===== config.mk =====
export PLATFORM = sky130hd
export DESIGN_NAME = cpmm_ctrl
export DESIGN_NICKNAME = d
export VERILOG_FILES = /design/src/hw/rtl/cpmm_pkg.sv /design/src/hw/rtl/cpmm_ctrl.sv
export SDC_FILE = /design/constraint.sdc
export NUM_CORES = 1
export LEC_CHECK = 0
export ABC_AREA = 1
export ABC_CLOCK_PERIOD_IN_PS = 930
export BUFFER_PORTS_ARGS = -buffer_cell sky130_fd_sc_hd__buf_4
export CORE_AREA = 2 2 39 41
export CTS_BUF_LIST = sky130_fd_sc_hd__clkbuf_4 sky130_fd_sc_hd__clkbuf_8
export CTS_CLUSTER_SIZE = 25
export DETAILED_ROUTE_END_ITERATION = 8
export DIE_AREA = 0 0 41 43
export GPL_ROUTABILITY_DRIVEN = 0
export SLEW_MARGIN = 20
export SYNTH_ARGS = -nofsm -noshare
export SYNTH_HDL_FRONTEND = slang
export SYNTH_SLANG_ARGS = --single-unit

===== constraint.sdc =====
create_clock -name clk -period 0.93 [get_ports clk]
set_clock_uncertainty 0.05 [all_clocks]
set_input_delay 0 -clock clk [delete_from_list [all_inputs] [get_ports clk]]
set_output_delay 0 -clock clk [all_outputs]
set_load 0.01 [all_outputs]

===== src/hw/rtl/cpmm_pkg.sv =====
`timescale 1ns / 1ps

package cpmm_pkg;

    localparam int NUM_BODIES = 256;
    localparam int ID_W       = $clog2(NUM_BODIES);
    localparam int COMP_W     = 16;
    localparam int VEC_W      = 3 * COMP_W;
    localparam int PROD_W     = 33;

    localparam logic OP_MERGE = 1'b0;
    localparam logic OP_READ  = 1'b1;

    typedef struct packed {
        logic accept;
        logic rd_b;
        logic upd_a;
        logic upd_b;
        logic clr_a;
        logic done;
    } cmd_t;

    typedef struct packed {
        logic is_read;
    } status_t;

endpackage


===== src/hw/rtl/cpmm_ctrl.sv =====
`timescale 1ns / 1ps

module cpmm_ctrl (
    input  logic              clk,
    input  logic              rst_n,
    input  logic              start,
    input  cpmm_pkg::status_t status,
    output cpmm_pkg::cmd_t    cmd,
    output logic              busy
);
    import cpmm_pkg::*;

    typedef enum logic [2:0] {
        ST_IDLE  = 3'b001,
        ST_MRG_A = 3'b010,
        ST_MRG_B = 3'b100
    } state_t;

    state_t state_reg;
    state_t state_next;

    always_ff @(posedge clk or negedge rst_n)
    begin
        if (!rst_n)
        begin
            state_reg <= ST_IDLE;
        end
        else
        begin
            state_reg <= state_next;
        end
    end

    always_comb
    begin
        state_next = state_reg;
        cmd        = '0;
        case (state_reg)
            ST_IDLE:
            begin
                if (start)
                begin
                    cmd.accept = 1'b1;
                    state_next = ST_MRG_A;
                end
            end
            ST_MRG_A:
            begin
                cmd.rd_b = 1'b1;
                if (status.is_read)
                begin
                    cmd.clr_a  = 1'b1;
                    cmd.done   = 1'b1;
                    state_next = ST_IDLE;
                end
                else
                begin
                    cmd.upd_a  = 1'b1;
                    state_next = ST_MRG_B;
                end
            end
            ST_MRG_B:
            begin
                cmd.upd_b  = 1'b1;
                cmd.done   = 1'b1;
                state_next = ST_IDLE;
            end
            default:
            begin
                state_next = ST_IDLE;
            end
        endcase
    end

    assign busy = (state_reg != ST_IDLE);

endmodule


==> results of run 1 <==
-- layout make-up --
type                            instances  share of cell area
Clock buffer                            4              0.0854
Tap cell                               16              0.0569
Multi-Input combinational cell         10               0.164
Timing Repair Buffer                   14               0.370
Sequential cell                         3               0.217
Inverter                               10               0.107
-- layer usage --
metal  track usage  part of all wire  up-vias
met5             0                 0        -
met1        0.0452              0.36       80
met3        0.0314              0.10        0
met4        0.0800                 0        0
li1              -                 -       99
met2        0.0875              0.54        7
-- logic make-up (layout without fill, tap and decap cells) --
| group | count (synthesis) | count (layout) | synth area share |
|---|---|---|---|
| buffers and inverters | 11 | 28 | 0.267 |
| AND/OR/NAND/NOR | 10 | 10 | 0.281 |
| flip-flops | 3 | 3 | 0.452 |
-- report_power, final --
group          switching (mW)  internal, mW
registers              0.0186         0.158
clock network          0.0700         0.190
logic                  0.0889        0.0989
-- worst paths after layout --
path / start / slack, ns / cells past startpoint / to
max: state_reg[0] / -0.22 / 3 / cmd[5]
min: start / 0.009 / 3 / state_reg[1]
max reg2reg: state_reg[2] / -0.14 / 6 / state_reg[0]
min reg2reg: state_reg[0] / 0.54 / 2 / state_reg[1]
max in group asynchronous: rst_n / 0.60 / 2 / state_reg[0]
min in group asynchronous: rst_n / 0.04 / 2 / state_reg[2]
-- through the flow --
step	power, mW	instances
floorplan	0.252	24
global placement	0.320	49
detailed placement	0.321	49
CTS	0.625	56
global route	0.672	57
finish	0.624	57
-- placed cells by master, fill, tap and decap left out, drive strengths merged --
master,synthesis,layout
nor3,1,1
nand3,3,3
inv,10,10
buf,1,13
dfrtp,2,2
clkbuf,0,4
dfstp,1,1
nand2,4,4
dlygate4sd3,0,1
nor2,2,2
-- worst max-delay path: cells and delay by family, from the launching register on --
| family | cells | cell delay (ns) |
|---|---|---|
| buf+inv | 2 | 0.19 |
| flops | 1 | 0.55 |
| simple gates | 1 | 0.13 |
-- timing repair --
action                                 in CTS  in global routing
hold buffers                                1                  0
gates resized for setup                     7                  6
setup endpoints to repair                   9                  9
buffers inserted                            2                  1
pin swaps                                   3                  2
endpoints found under the hold margin       3                  0
==> flow_summary.yaml, run 1 <==
placement:
  dp_slack_ns: -0.0340
  placed_area_sq_um: 256
  portBuffers: 10
final_layout:
  nets: 46
  largest_reg_flops: 3
  antenna_cells: 0
  n_fill_cell: 162
  regArea_sq_um: 76.3
  fin_util: 0.254
  drive_above_1_share: 0.634
  area_delta_synth_final_pct: 108
  stdcell_area_sq_um: 352
  multi_input_area_sq_um: 57.6
logic_synthesis:
  syn_avg_cell_area_sq_um: 7.04
  yosys.area.top_type_share: 0.296
  syn-instance-count: 24
  ys_types: 8
  yosysSeqAreaShare: 0.452
  yosys-top-cells-area: "dfrtp_1 (30%), inv_1 (22%), dfstp_2 (16%)"
  syn_nets: 28
  syn_area_sq_um: 169
  synth_common_cells: "inv_1 (10), nand2_1 (4), nand3_1 (3), dfrtp_1 (2), nor2_1 (2)"
  yosysMostFrequentCell: "inv_1"
  synth_edf_count: 0
  synthArstFlopShare: 1.00
  yosysWarningCount: 0
  synth_seq_cells: 3
  synth_top_flop_cell: "dfrtp_1"
  yosysTopAreaCell: "dfrtp_1"
global_route:
  grt_pass1_vias: 187
  grt_max_degree: 5
  grt_pass1_wl_microns: 634
  antenna_found_initial: 0
  grt.total_usage: 0.0603
  overflow: 0
worst_setup_path:
  worst_path_max_delay_cell: "dfstp_2"
  path_cells: "nand3_1, inv_1, buf_4"
  crit_path_max_incr_delay_ns: 0.55
  critical_path_class: "flip-flop to primary output"
  critPathRequiredTime_ns: 0.88
  cp-end-kind: "primary output"
  arrival_ns: 1.10
  critPathLaunchType: "flip-flop"
  critPathMaxFanout: 4
floorplan:
  dieArea_sq_mm: 0.00176
  io_pins: 11
  core-area_sq_mm: 0.00138
  die_h_microns: 43
  die_w_microns: 41
  fp-row-count: 14
  initial_utilization: 0.122
timing:
  worst_slack_ns: -0.219
  tightest_slew_ns: 0.168
  slew_headroom: 0.888
  grt_setup_unrepaired: "yes"
  fin_setup_tns_ns: -1.47
  hold_viol_final: 0
  fin_hold_ws_ns: 0.00933
  max_freq_mhz: 870
  setup_violations: 9
  finalCritPeriodShare: 1.24
  period_minus_slack_ns: 1.15
  slew_violations: 0
pwr:
  p_per_area_mw_per_mm2: 1770
  p_leak_nw: 0.225
  vdd_drop_max_v: 0.000496
clocking:
  cts_tree: "built"
  cts_buffer_depth: 2
  clock_latency_ns: 0.23
  cts_buffers: 3
  numClockSinks: 3
  htree_levels: 1
  path_clk_slew_ns: 0.04
  cts_root_buf: "clkbuf_4"
route:
  drt_wl_total_microns: 376
  remaining_drc_errors: 0
  vias_per_cell: 3.26
  ant_nets: 0
  drt_first_pass_iters: 2
  drt_iter0_markers: 2
  num_vias: 186
  post_drt_wl_per_cell_microns: 6.60
outcome:
  violations: "setup timing"
  status: "complete, but fails checks"
worst_hold_path:
  hp-class: "input port to flip-flop"
run:
  cap_violations: 0
Note: power is estimated with default switching activity, not from simulation.
==> run 2, diff against run 1 <==
--- a/config.mk
+++ b/config.mk
@@ -7,12 +7,12 @@
 export LEC_CHECK = 0
 export ABC_AREA = 1
 export ABC_CLOCK_PERIOD_IN_PS = 930
-export BUFFER_PORTS_ARGS = -buffer_cell sky130_fd_sc_hd__buf_4
 export CORE_AREA = 2 2 39 41
 export CTS_BUF_LIST = sky130_fd_sc_hd__clkbuf_4 sky130_fd_sc_hd__clkbuf_8
 export CTS_CLUSTER_SIZE = 25
 export DETAILED_ROUTE_END_ITERATION = 8
 export DIE_AREA = 0 0 41 43
+export DONT_BUFFER_PORTS = 1
 export GPL_ROUTABILITY_DRIVEN = 0
 export SLEW_MARGIN = 20
 export SYNTH_ARGS = -nofsm -noshare
==> run 2 against run 1 <==
Net effect: the flow still finishes with violations (setup timing); via count shrank 12%; fmax grew 4.9%; wire length grew 7.7%; sequential power grew 6%; first-iteration DRC count shrank 100%; non-clock buffer count shrank 8; total power shrank 6.5%; final area shrank 16%; worst setup slack gained 0.053 ns; combinational power shrank 24%; hold slack gained 0.042 ns; critical path type unchanged; largest cell class is now flip-flops and latches; highest routed layer unchanged.
==> flow_summary.yaml, run 2 (synthesis results as in run 1) <==
run:
  cap_violations: 0
clocking:
  cts_buffers: 3
  cts_buffer_depth: 2
  cts_tree: "built"
  cts_root_buf: "clkbuf_4"
  clock_latency_ns: 0.23
  numClockSinks: 3
  path_clk_slew_ns: 0.04
  htree_levels: 1
global_route:
  antenna_found_initial: 0
  met1_usage: 0.0550
  grt.total_usage: 0.0654
  grt_pass1_wl_microns: 683
  met3_usage: 0.0314
  grt_pass1_vias: 176
  grt_busiest_layer: "met2"
  grt_use_met2: 0.0938
  grt_max_degree: 5
  overflow: 0
worst_setup_path:
  critPathMaxFanout: 4
  cp-end-kind: "primary output"
  critPathRequiredTime_ns: 0.88
  critical_path_class: "flip-flop to primary output"
  arrival_ns: 1.05
  critPathLaunchType: "flip-flop"
route:
  num_vias: 164
  drt_first_pass_iters: 1
  drt_wl_total_microns: 405
  drt_iter0_markers: 0
  post_drt_wl_per_cell_microns: 8.27
  remaining_drc_errors: 0
  vias_per_cell: 3.35
  ant_nets: 0
pwr:
  p_leak_nw: 0.176
  vdd_drop_max_v: 0.000509
  p_per_area_mw_per_mm2: 1990
floorplan:
  fp-row-count: 14
  core-area_sq_mm: 0.00138
  dieArea_sq_mm: 0.00176
  io_pins: 11
  initial_utilization: 0.122
  die_w_microns: 41
  die_h_microns: 43
final_layout:
  nets: 38
  final_common_cell: "inv_2"
  area_delta_synth_final_pct: 74.1
  largest_reg_flops: 3
  fin_util: 0.212
  drive_above_1_share: 0.606
  antenna_cells: 0
  final_cell_mix: "inv_2 (6), inv_1 (4), clkbuf_4 (4), dlygate4sd3_1 (4), nand3_2 (3)"
  n_fill_cell: 162
timing:
  max_freq_mhz: 913
  worst_slack_ns: -0.166
  slew_violations: 0
  finalCritPeriodShare: 1.18
  period_minus_slack_ns: 1.10
  tightest_slew_ns: 0.160
  fin_hold_ws_ns: 0.0510
  setup_violations: 9
  hold_viol_final: 0
  grt_setup_unrepaired: "yes"
  slew_headroom: 0.893
  fin_setup_tns_ns: -0.989
outcome:
  violations: "setup timing"
  status: "complete, but fails checks"
placement:
  portBuffers: 0
  dpl.hpwl_microns: 329
worst_hold_path:
  hp-class: "input port to primary output"
## run 2: changes by cell type in the layout (fill, tap and decap cells not counted), sizes merged
cell,before,now
buf,13,2
dlygate4sd3,1,4
## run 2: repair_timing
item                                    in CTS  in global routing
endpoints found under the setup margin       9                 10
setup buffers                                1                  0
pin swaps                                    4                  0
hold buffers                                 4                  0
resized for setup                           13                  0
endpoints found under the hold margin        6                  0
## run 2: worst paths after layout
kind	start	to	slack [ns]	depth (start not counted)
worst max-delay path	state_reg[2]	cmd[5]	-0.17	3
worst min-delay path	status	cmd[1]	0.05	2
worst max register to register	state_reg[2]	state_reg[0]	-0.04	4
worst min register to register	state_reg[0]	state_reg[1]	0.53	2
max in group asynchronous	rst_n	state_reg[0]	0.10	2
min in group asynchronous	rst_n	state_reg[2]	0.51	2
## run 2: worst max-delay path, stage by stage (launching register included)
cell	delay [ns]
dfrtp_2	0.43
nor2_1	0.17
nand3_2	0.12
inv_2	0.09
## run 2: where the power goes
group / switching, mW / internal (mW) / total (mW)
clock: 0.0653 / 0.190 / 0.255
combinational: 0.0861 / 0.0568 / 0.143
sequential: 0.0273 / 0.158 / 0.186
## run 2: routing by layer
layer / part of all wire / routed length [microns] / up-vias
met5: 0 / 0 / -
met4: 0 / 0 / 0
met3: 0.081 / 33 / 0
met2: 0.51 / 208 / 7
met1: 0.40 / 162 / 75
li1: - / - / 82
## run 2: per-stage QoR
stage | area (sq um) | power (mW) | worst slack [ns] | cells
final | 294 | 0.584 | -0.166 | 49
after global routing | 294 | 0.633 | -0.234 | 49
after CTS | 294 | 0.597 | -0.174 | 49
after detailed placement | 189 | 0.272 | -0.0358 | 40
after global placement | 189 | 0.267 | -0.0139 | 40
after floorplan | 169 | 0.252 | 0.00810 | 24
## run 2: cell type report
type	count	area (sq um)	share of cell area
multi-input combinational	10	73.8	0.251
tap	16	20.0	0.0681
sequential	3	77.6	0.264
inverter	10	37.5	0.128
timing repair buffer	6	55.1	0.187
clock buffer	4	30.0	0.102
